[src/sv/afu_pkg.sv]
`default_nettype none

package afu_pkg;

    // Fixed-point format: always 12 fraction bits, so 1.0 is 4096.
    localparam int FRAC_BITS     = 12;
    localparam int FRAC_ONE      = 1 << FRAC_BITS;

    // The sigmoid table spans [-8, 8) as a 16-bit argument in 64 segments.
    localparam int SIG_ARG_BITS  = 16;
    localparam int SIG_SEGS      = 64;
    localparam int SEG_BITS      = 6;
    localparam int SEG_FRAC_BITS = SIG_ARG_BITS - SEG_BITS;
    localparam int SIG_OUT_BITS  = 12;

    // Configuration port widths and register indexes.
    localparam int CFG_IDX_W  = 8;
    localparam int CFG_DATA_W = 8;
    localparam logic [CFG_IDX_W-1:0] REG_KIND = 8'd0;
    localparam logic [CFG_IDX_W-1:0] REG_DIR  = 8'd1;

    typedef enum logic [1:0] {
        ACT_NONE    = 2'd0,
        ACT_SIGMOID = 2'd1,
        ACT_RELU    = 2'd2,
        ACT_TANH    = 2'd3
    } t_act_kind;

    typedef enum logic {
        DIR_FWD = 1'b0,
        DIR_BWD = 1'b1
    } t_dir;

    typedef struct packed {
        t_act_kind kind;
        t_dir      dir;
    } t_afu_cfg;

    // Segment endpoints of the logistic sigmoid, rounded to Q0.12.
    localparam logic [SIG_OUT_BITS-1:0] SIG_TAB [0:SIG_SEGS] = '{
        12'd1,    12'd2,    12'd2,    12'd3,    12'd4,    12'd5,    12'd6,    12'd8,
        12'd10,   12'd13,   12'd17,   12'd21,   12'd27,   12'd35,   12'd45,   12'd58,
        12'd74,   12'd94,   12'd120,  12'd153,  12'd194,  12'd246,  12'd311,  12'd391,
        12'd488,  12'd606,  12'd747,  12'd912,  12'd1102, 12'd1314, 12'd1546, 12'd1793,
        12'd2048,
        12'd2303, 12'd2550, 12'd2782, 12'd2994, 12'd3184, 12'd3349, 12'd3490, 12'd3608,
        12'd3705, 12'd3785, 12'd3850, 12'd3902, 12'd3943, 12'd3976, 12'd4002, 12'd4022,
        12'd4038, 12'd4051, 12'd4061, 12'd4069, 12'd4075, 12'd4079, 12'd4083, 12'd4086,
        12'd4088, 12'd4090, 12'd4091, 12'd4092, 12'd4093, 12'd4094, 12'd4094, 12'd4095
    };

endpackage

`default_nettype wire

[src/sv/afu_core.sv]
`default_nettype none

module afu_core #(
    parameter int DATA_WIDTH = 16
) (
    input  wire                          i_clk,
    input  wire                          i_rst_n,
    input  afu_pkg::t_afu_cfg            i_cfg,
    input  wire                          i_valid,
    output logic                         o_ready,
    input  wire signed [DATA_WIDTH-1:0]  i_value,
    output logic                         o_valid,
    input  wire                          i_ready,
    output logic signed [DATA_WIDTH-1:0] o_result
);
    import afu_pkg::*;

    localparam int W      = DATA_WIDTH;
    localparam int EXT_W  = (W > SIG_ARG_BITS) ? W : SIG_ARG_BITS;
    localparam int BASE_W = (W > FRAC_BITS + 1) ? W : FRAC_BITS + 1;
    localparam int B_W    = BASE_W + 1;
    localparam int P_W    = W + B_W;
    localparam int Q_W    = P_W - FRAC_BITS;
    localparam int SP_W   = SIG_OUT_BITS + SEG_FRAC_BITS;
    localparam int T_W    = SIG_OUT_BITS + 2;
    localparam int TM_W   = SIG_OUT_BITS + 1;
    localparam int TP_W   = 2 * TM_W;
    localparam int STAGES = 5;

    localparam logic signed [W-1:0]     V_MAX  = {1'b0, {(W-1){1'b1}}};
    localparam logic signed [W-1:0]     V_MIN  = {1'b1, {(W-1){1'b0}}};
    localparam logic signed [EXT_W-1:0] ARG_HI = EXT_W'((1 << (SIG_ARG_BITS - 1)) - 1);
    localparam logic signed [EXT_W-1:0] ARG_LO = EXT_W'(-(1 << (SIG_ARG_BITS - 1)));
    localparam logic signed [P_W-1:0]   R_MAX  = P_W'(V_MAX);
    localparam logic signed [P_W-1:0]   R_MIN  = P_W'(V_MIN);

    logic [STAGES-1:0] r_vld;
    logic [STAGES-1:0] stg_rdy;

    // Stage 0: argument shaping and table lookup.
    t_afu_cfg                  r_s0_cfg;
    logic signed [W-1:0]       r_s0_v;
    logic [SIG_OUT_BITS-1:0]   r_s0_lo;
    logic [SIG_OUT_BITS-1:0]   r_s0_diff;
    logic [SEG_FRAC_BITS-1:0]  r_s0_frac;
    logic signed [B_W-1:0]     r_s0_b;
    // Stage 1: multiplications.
    t_afu_cfg                  r_s1_cfg;
    logic signed [W-1:0]       r_s1_v;
    logic [SIG_OUT_BITS-1:0]   r_s1_lo;
    logic [SP_W-1:0]           r_s1_sp;
    logic signed [P_W-1:0]     r_s1_bp;
    // Stage 2: interpolation and tanh rescale.
    t_afu_cfg                  r_s2_cfg;
    logic signed [W-1:0]       r_s2_v;
    logic [SIG_OUT_BITS-1:0]   r_s2_s;
    logic signed [T_W-1:0]     r_s2_t;
    logic signed [Q_W-1:0]     r_s2_q;
    // Stage 3: tanh derivative product.
    t_afu_cfg                  r_s3_cfg;
    logic signed [W-1:0]       r_s3_v;
    logic [SIG_OUT_BITS-1:0]   r_s3_s;
    logic signed [T_W-1:0]     r_s3_t;
    logic signed [Q_W-1:0]     r_s3_q;
    logic [TP_W-1:0]           r_s3_tp;
    // Stage 4: output register.
    logic signed [W-1:0]       r_s4_res;

    logic signed [W-1:0]       n_s0_arg;
    logic signed [EXT_W-1:0]   n_s0_ext;
    logic [SIG_ARG_BITS-1:0]   n_s0_u;
    logic [SEG_BITS-1:0]       n_s0_idx;
    logic [SIG_OUT_BITS-1:0]   n_s0_lo;
    logic [SIG_OUT_BITS-1:0]   n_s0_hi;
    logic signed [B_W-1:0]     n_s0_b;
    logic [SP_W-1:0]           n_s1_sp;
    logic signed [P_W-1:0]     n_s1_bp;
    logic [SIG_OUT_BITS-1:0]   n_s2_s;
    logic signed [T_W-1:0]     n_s2_t;
    logic signed [T_W-1:0]     n_s3_am;
    logic signed [T_W-1:0]     n_s3_ap;
    logic [TP_W-1:0]           n_s3_tp;
    logic signed [P_W-1:0]     n_s4_wide;
    logic signed [W-1:0]       n_s4_res;

    // A stage can load when it is empty or its content moves on.
    always_comb begin
        stg_rdy[STAGES-1] = !r_vld[STAGES-1] || i_ready;
        for (int k = STAGES - 2; k >= 0; k--) begin
            stg_rdy[k] = !r_vld[k] || stg_rdy[k+1];
        end
    end

    assign o_ready  = stg_rdy[0];
    assign o_valid  = r_vld[STAGES-1];
    assign o_result = r_s4_res;

    always_ff @(posedge i_clk) begin
        if (!i_rst_n) begin
            r_vld <= '0;
        end else begin
            if (stg_rdy[0]) r_vld[0] <= i_valid;
            for (int k = 1; k < STAGES; k++) begin
                if (stg_rdy[k]) r_vld[k] <= r_vld[k-1];
            end
        end
    end

    // Stage 0: tanh doubles its argument with saturation, then the argument is
    // clamped to the table span and split into segment index and fraction.
    always_comb begin
        if (i_cfg.kind == ACT_TANH) begin
            if (i_value[W-1] != i_value[W-2]) begin
                n_s0_arg = i_value[W-1] ? V_MIN : V_MAX;
            end else begin
                n_s0_arg = {i_value[W-2:0], 1'b0};
            end
        end else begin
            n_s0_arg = i_value;
        end
        n_s0_ext = EXT_W'(n_s0_arg);
        if (n_s0_ext > ARG_HI) begin
            n_s0_ext = ARG_HI;
        end else if (n_s0_ext < ARG_LO) begin
            n_s0_ext = ARG_LO;
        end
        n_s0_u   = {~n_s0_ext[SIG_ARG_BITS-1], n_s0_ext[SIG_ARG_BITS-2:0]};
        n_s0_idx = n_s0_u[SIG_ARG_BITS-1 -: SEG_BITS];
        n_s0_lo  = SIG_TAB[n_s0_idx];
        n_s0_hi  = SIG_TAB[{1'b0, n_s0_idx} + (SEG_BITS+1)'(1)];
        n_s0_b   = B_W'(FRAC_ONE) - B_W'(i_value);
    end

    always_ff @(posedge i_clk) begin
        if (stg_rdy[0]) begin
            r_s0_cfg  <= i_cfg;
            r_s0_v    <= i_value;
            r_s0_lo   <= n_s0_lo;
            r_s0_diff <= n_s0_hi - n_s0_lo;
            r_s0_frac <= n_s0_u[SEG_FRAC_BITS-1:0];
            r_s0_b    <= n_s0_b;
        end
    end

    // Stage 1: interpolation product and the sigmoid derivative product.
    assign n_s1_sp = SP_W'(r_s0_diff) * SP_W'(r_s0_frac);
    assign n_s1_bp = r_s0_v * r_s0_b;

    always_ff @(posedge i_clk) begin
        if (stg_rdy[1]) begin
            r_s1_cfg <= r_s0_cfg;
            r_s1_v   <= r_s0_v;
            r_s1_lo  <= r_s0_lo;
            r_s1_sp  <= n_s1_sp;
            r_s1_bp  <= n_s1_bp;
        end
    end

    // Stage 2: finish the sigmoid and form tanh = 2*sigmoid - 1.
    assign n_s2_s = r_s1_lo + r_s1_sp[SP_W-1:SEG_FRAC_BITS];
    assign n_s2_t = $signed({1'b0, n_s2_s, 1'b0}) - T_W'(FRAC_ONE);

    always_ff @(posedge i_clk) begin
        if (stg_rdy[2]) begin
            r_s2_cfg <= r_s1_cfg;
            r_s2_v   <= r_s1_v;
            r_s2_s   <= n_s2_s;
            r_s2_t   <= n_s2_t;
            r_s2_q   <= r_s1_bp[P_W-1:FRAC_BITS];
        end
    end

    // Stage 3: (1 - t) * (1 + t); both factors lie in (0, 2).
    assign n_s3_am = T_W'(FRAC_ONE) - r_s2_t;
    assign n_s3_ap = T_W'(FRAC_ONE) + r_s2_t;
    assign n_s3_tp = TP_W'(n_s3_am[TM_W-1:0]) * TP_W'(n_s3_ap[TM_W-1:0]);

    always_ff @(posedge i_clk) begin
        if (stg_rdy[3]) begin
            r_s3_cfg <= r_s2_cfg;
            r_s3_v   <= r_s2_v;
            r_s3_s   <= r_s2_s;
            r_s3_t   <= r_s2_t;
            r_s3_q   <= r_s2_q;
            r_s3_tp  <= n_s3_tp;
        end
    end

    // Stage 4: pick the result for the configured function and saturate.
    always_comb begin
        if (r_s3_cfg.dir == DIR_FWD) begin
            case (r_s3_cfg.kind)
                ACT_SIGMOID: n_s4_wide = P_W'(r_s3_s);
                ACT_RELU:    n_s4_wide = (r_s3_v > 0) ? P_W'(r_s3_v) : '0;
                ACT_TANH:    n_s4_wide = P_W'(r_s3_t);
                default:     n_s4_wide = P_W'(r_s3_v);
            endcase
        end else begin
            case (r_s3_cfg.kind)
                ACT_SIGMOID: n_s4_wide = P_W'(r_s3_q);
                ACT_RELU:    n_s4_wide = (r_s3_v > 0) ? P_W'(FRAC_ONE) : '0;
                ACT_TANH:    n_s4_wide = P_W'(r_s3_tp[TP_W-1:FRAC_BITS]);
                default:     n_s4_wide = P_W'(FRAC_ONE);
            endcase
        end
        if (n_s4_wide > R_MAX) begin
            n_s4_res = V_MAX;
        end else if (n_s4_wide < R_MIN) begin
            n_s4_res = V_MIN;
        end else begin
            n_s4_res = n_s4_wide[W-1:0];
        end
    end

    always_ff @(posedge i_clk) begin
        if (stg_rdy[4]) begin
            r_s4_res <= n_s4_res;
        end
    end

endmodule

`default_nettype wire

[src/sv/activation_function_unit.sv]
// An accepted input beat reaches the master side through five register
// stages (lookup, multiply, interpolate, tanh product, output register).
// Throughput: one beat per cycle while the master side does not stall.
// Reset (i_rst_n low at a clock edge) empties the pipeline and returns the
// configuration to identity, forward direction.
`default_nettype none

module activation_function_unit #(
    parameter int DATA_WIDTH = 16
) (
    input  wire                                  i_clk,
    input  wire                                  i_rst_n,
    // Configuration write channel.
    input  wire                                  i_cfg_valid,
    output logic                                 o_cfg_ready,
    input  wire [afu_pkg::CFG_IDX_W-1:0]         i_cfg_index,
    input  wire [afu_pkg::CFG_DATA_W-1:0]        i_cfg_data,
    // Input stream.
    input  wire                                  s_axis_tvalid,
    output logic                                 s_axis_tready,
    // tdata: [DATA_WIDTH-1:0] value (signed Q4.12), zero padding above.
    input  wire [((DATA_WIDTH + 7) / 8) * 8-1:0] s_axis_tdata,
    // Result stream.
    output logic                                 m_axis_tvalid,
    input  wire                                  m_axis_tready,
    // tdata: [DATA_WIDTH-1:0] result (signed Q4.12), zero padding above.
    output logic [((DATA_WIDTH + 7) / 8) * 8-1:0] m_axis_tdata
);
    import afu_pkg::*;

    localparam int TDATA_W = ((DATA_WIDTH + 7) / 8) * 8;

    // The datapath is a five-stage pipeline; each stage holds a valid bit and
    // loads whenever it is empty or the stage after it moves, so bubbles are
    // squeezed out and a stall on the master side holds every beat in place.
    // The tanh path reuses the sigmoid table: the doubled, saturated argument
    // goes through the lookup, and 2*s - 1 is formed in the third stage.
    // Derivatives that need a product use a dedicated multiplier each, one in
    // stage 1 for v*(1-v) and one in stage 3 for (1-t)(1+t).

    t_afu_cfg r_cfg;
    t_afu_cfg n_cfg;

    logic signed [DATA_WIDTH-1:0] core_result;
    logic [DATA_WIDTH-1:0]        core_result_u;

    // Configuration is taken in any cycle; the user is to change it only while
    // the pipeline is empty, unchecked here; each beat sees its entry setting.
    assign o_cfg_ready = 1'b1;

    always_comb begin
        n_cfg = r_cfg;
        if (i_cfg_valid) begin
            case (i_cfg_index)
                REG_KIND: n_cfg.kind = t_act_kind'(i_cfg_data[1:0]);
                REG_DIR:  n_cfg.dir  = t_dir'(i_cfg_data[0]);
                default:  n_cfg      = r_cfg;
            endcase
        end
    end

    always_ff @(posedge i_clk) begin
        if (!i_rst_n) begin
            r_cfg <= '{kind: ACT_NONE, dir: DIR_FWD};
        end else begin
            r_cfg <= n_cfg;
        end
    end

    afu_core #(
        .DATA_WIDTH (DATA_WIDTH)
    ) u_core (
        .i_clk    (i_clk),
        .i_rst_n  (i_rst_n),
        .i_cfg    (r_cfg),
        .i_valid  (s_axis_tvalid),
        .o_ready  (s_axis_tready),
        .i_value  ($signed(s_axis_tdata[DATA_WIDTH-1:0])),
        .o_valid  (m_axis_tvalid),
        .i_ready  (m_axis_tready),
        .o_result (core_result)
    );

    assign core_result_u = core_result;
    assign m_axis_tdata  = TDATA_W'(core_result_u);

`ifndef SYNTHESIS
    // With the output register empty, every stage can load.
    a_ready_when_drained: assert property (
        @(posedge i_clk) disable iff (!i_rst_n)
        !m_axis_tvalid |-> s_axis_tready
    ) else $error("input stalled while the output register is empty");

    // An accepted beat reaches the output, passing every stage in turn, when the
    // master side never stalls and no reset intervenes.
    a_fixed_latency: assert property (
        @(posedge i_clk) disable iff (!i_rst_n)
        ($past(s_axis_tvalid && s_axis_tready, 5)
            && $past(m_axis_tready, 1) && $past(m_axis_tready, 2)
            && $past(m_axis_tready, 3) && $past(m_axis_tready, 4)
            && $past(i_rst_n, 1) && $past(i_rst_n, 2)
            && $past(i_rst_n, 3) && $past(i_rst_n, 4))
        |-> m_axis_tvalid
    ) else $error("beat did not arrive after the pipeline latency");
`endif

endmodule

`default_nettype wire

[config.mk]
export PLATFORM = sky130hd
export DESIGN_NAME = activation_function_unit
export DESIGN_NICKNAME = d
export VERILOG_FILES = /design/src/sv/afu_pkg.sv /design/src/sv/afu_core.sv /design/src/sv/activation_function_unit.sv
export SDC_FILE = /design/constraint.sdc
export NUM_CORES = 2
export LEC_CHECK = 0
export ABC_CLOCK_PERIOD_IN_PS = 9550
export BUFFER_PORTS_ARGS = -buffer_cell sky130_fd_sc_hd__buf_2
export CORE_MARGIN = 5
export CORE_UTILIZATION = 50
export DETAILED_ROUTE_END_ITERATION = 8
export GPL_ROUTABILITY_DRIVEN = 1
export PLACE_DENSITY = 0.74
export SLEW_MARGIN = 20
export SYNTH_ARGS = -nofsm -noshare
export SYNTH_HDL_FRONTEND = slang
export SYNTH_HIERARCHICAL = 1
export SYNTH_SLANG_ARGS = --single-unit
[constraint.sdc]
create_clock -name i_clk -period 9.55 [get_ports i_clk]
set_input_delay 2.865 -clock i_clk [delete_from_list [all_inputs] [get_ports i_clk]]
set_output_delay 2.865 -clock i_clk [all_outputs]
set_load 0.01 [all_outputs]
==> flow_summary.yaml <==
drt:
  dr.pass1.iters: 6
  drt_wl_total_um: 67500
  vias: 21000
  ant_nets: 0
  dr.first_iter.drc_count: 1676
  drc_errors: 0
  routed_via_density: 5.33
  wl_per_cell_um: 17.1
finish:
  diodes: 0
  layout-drive-gt1-share_pct: 5.96
  nNetsFinal: 3827
  fill_cells: 5357
  area_growth_pct: 7.49
  final_cell_area_mm2: 0.0333
clocking:
  insertion_delay_ns: 0.59
  cts_tree: "built"
  ctsResizeCount: 0
  cts_sinks: 277
  clockBufferDepth: 3
  cts_hold_buf: 0
  root_buffer: "clkbuf_16"
  cts_buffers: 30
  path_clk_slew_ns: 0.06
  postCtsSetupBuffers: 0
  htreeDepth: 1
sta:
  post-route-period-util_pct: 85.1
  slew_headroom_pct: 26.4
  fin_skew_ns: 0.0127
  finalSetupViolCount: 0
  setup-tns-final_ns: 0
  hold_ws_ns: 0.414
  fin_crit_ns: 8.13
  worstMarginPinSlew_ns: 1.10
  rsz0062_at_grt: "false"
  fmax_mhz: 123
  final_max_slew_viol_count: 0
  hold_viol_final: 0
floorplanning:
  ios: 56
  initial_core_util_pct: 50.4
  core-area_mm2: 0.0616
  die_w_um: 259
  dieArea_mm2: 0.0671
  fp.dieH_um: 259
  rows: 91
logic_synthesis:
  syn_area_per_cell_um2: 10.1
  synth_edf_count: 269
  yosys_register_bits: 277
  synth_warnings: 6
  synth_cell_types: 80
  yosysSeqAreaShare_pct: 26.6
  ys_async_sr_fraction_pct: 0
  synth_nets: 3820
  syn_area_mm2: 0.0310
  syn_inst: 3073
  synth_ff_type: "edfxtp_1"
global_route:
  grt_start_max_net_pins: 68
  grt_pass1_vias: 21300
  antenna_found_initial: 2
  grt_pass1_wl_um: 111000
  gr-total-overflow: 0
  gr-usage-all-layers_pct: 20.3
critical_path:
  critical_path_required_ns: 9.87
  cp-end-kind: "flop"
  crit_fanout: 30
  start_kind: "input port"
  arrival_ns: 8.45
  critical_path_class: "input port to flop"
run_status:
  status: "complete, no violations"
hold_path:
  min_path_type: "flop to flop"
place:
  numPortBuffers: 48
  routabilityCongestion: 0.922
  dp_hpwl_um: 51800
  placed_area_mm2: 0.0322
flow_run:
  cap_violations: 0
[kinds of logic after synthesis]
logic type               share of synthesized area (%)
multiplexers                                      1.07
XOR/XNOR                                          2.59
AND/OR/NAND/NOR                                   14.4
adder cells (fa/ha/maj)                           39.6
AO/OA/AOI/OAI                                     6.96
flip-flops                                        26.6
buffers and inverters                             8.87
other                                           0.0121
[stage by stage]
step / util, % / setup WS (ns) / std cells
floorplan: - / 1.70 / 3073
global placement: 52.3 / 0.932 / 3885
detailed placement: 52.3 / 0.931 / 3885
CTS: 54.1 / 1.54 / 3940
global route: 54.1 / 0.905 / 3940
finish: 54.1 / 1.42 / 3940
[layout make-up]
class                           count  area (um^2)  share of cell area (%)
Clock buffer                       33          762                    2.29
Tap cell                          837         1050                    3.14
Timing Repair Buffer               97          608                    1.82
Clock inverter                     22          354                    1.06
Inverter                          607         2280                    6.84
Sequential cell                   277         8240                    24.7
Multi-Input combinational cell   2067        20100                    60.1
[layer usage]
layer | share of wire, % | vias to the layer above | global-route usage (%)
met2 | 47 | 704 | 33.2
met1 | 44 | 10400 | 29.1
met4 | 2.3 | 2 | 4.49
met3 | 6.8 | 115 | 3.06
li1 | - | 9728 | -
met5 | 0.016 | - | 0
[synth_stat cells, drive strengths merged (8+ instances only)]
| cell type | instances | area share (%) |
|---|---|---|
| inv | 604 | 7.3 |
| fa | 453 | 29 |
| nand2 | 327 | 4.0 |
| edfxtp | 269 | 26 |
| ha | 257 | 10 |
| and2 | 186 | 3.8 |
| nor2 | 159 | 1.9 |
| clkbuf | 105 | 1.3 |
| nand2b | 77 | 1.6 |
| o21ai | 77 | 1.2 |
| a21oi | 70 | 1.1 |
| xnor2 | 67 | 2.0 |
| nor2b | 57 | 1.2 |
| a31oi | 34 | 0.79 |
| mux2i | 32 | 1.0 |
| nor3 | 29 | 0.50 |
| nand3 | 26 | 0.45 |
| a21o | 24 | 0.58 |
| xor2 | 22 | 0.62 |
| o22ai | 19 | 0.38 |
| buf | 17 | 0.25 |
| o211ai | 16 | 0.39 |
| and3 | 12 | 0.26 |
| o21a | 11 | 0.27 |
| a21boi | 9 | 0.22 |
| a221oi | 8 | 0.23 |
| dfxtp | 8 | 0.52 |
| nand4 | 8 | 0.16 |
[cells in the final DEF (no fill, tap or decap), types with 8 or more instances in the layout]
cell type / n
a21oi_1: 69
nand2_1: 325
a21boi_0: 9
and2_1: 184
a21o_1: 24
and3_1: 11
a221oi_1: 8
o22ai_1: 19
bufinv_16: 8
nand4_1: 8
dfxtp_1: 8
buf_4: 49
inv_1: 602
nand2b_1: 77
nor3_1: 27
xnor2_1: 64
nor2_1: 159
buf_2: 48
a31oi_1: 28
xor2_1: 22
nand3_1: 23
clkbuf_16: 30
edfxtp_1: 269
mux2i_1: 32
fa_1: 453
nor2b_1: 56
ha_1: 257
o21a_1: 11
o211ai_1: 16
o21ai_0: 75
[critical path, cell delays in order]
cell	delay (ns)
buf_2	0.14
inv_1	0.12
ha_1	0.51
nand2b_1	0.41
a31oi_2	0.36
buf_4	0.36
ha_1	0.54
nand2_1	0.22
o21ai_0	0.10
a21oi_1	0.25
a221oi_1	0.16
or3_1	0.37
ha_1	0.29
nor2b_1	0.12
o21ai_0	0.23
a21boi_0	0.17
o21ai_0	0.17
nand2b_1	0.10
a21o_1	0.20
a41o_1	0.27
o41ai_1	0.37
xnor2_1	0.12
[registers in the layout, summed over array words and instances (netlist names), 12 cells and up]
name              cells
u_core/r_s2_v        16
u_core/r_s3_v        16
u_core/r_s1_v        16
u_core/o_result      16
u_core/r_s3_s        12
u_core/r_s1_lo       12
u_core/r_s3_tp       14
u_core/r_s2_q        21
u_core/r_s1_sp       12
u_core/r_s0_lo       12
u_core/r_s3_q        21
u_core/r_s0_diff     12
u_core/r_s0_b        16
u_core/r_s2_s        12
u_core/r_s1_bp       21
u_core/r_s0_v        16
[final timing paths]
kind,from,endpoint,slack (ns),cells after the start
worst max-delay path,s_axis_tdata[15],u_core/r_s0_diff[11],1.42,22
worst min-delay path,u_core/r_s2_v[5],u_core/r_s3_v[5],0.41,0
worst max register to register,u_core/r_s0_v[2],u_core/r_s1_bp[32],1.75,18
worst min register to register,u_core/r_s2_v[5],u_core/r_s3_v[5],0.41,0
Power is left out: the tool's default activity adds up to more than one toggle a clock period on the data nets, which glitch-free logic cannot reach.
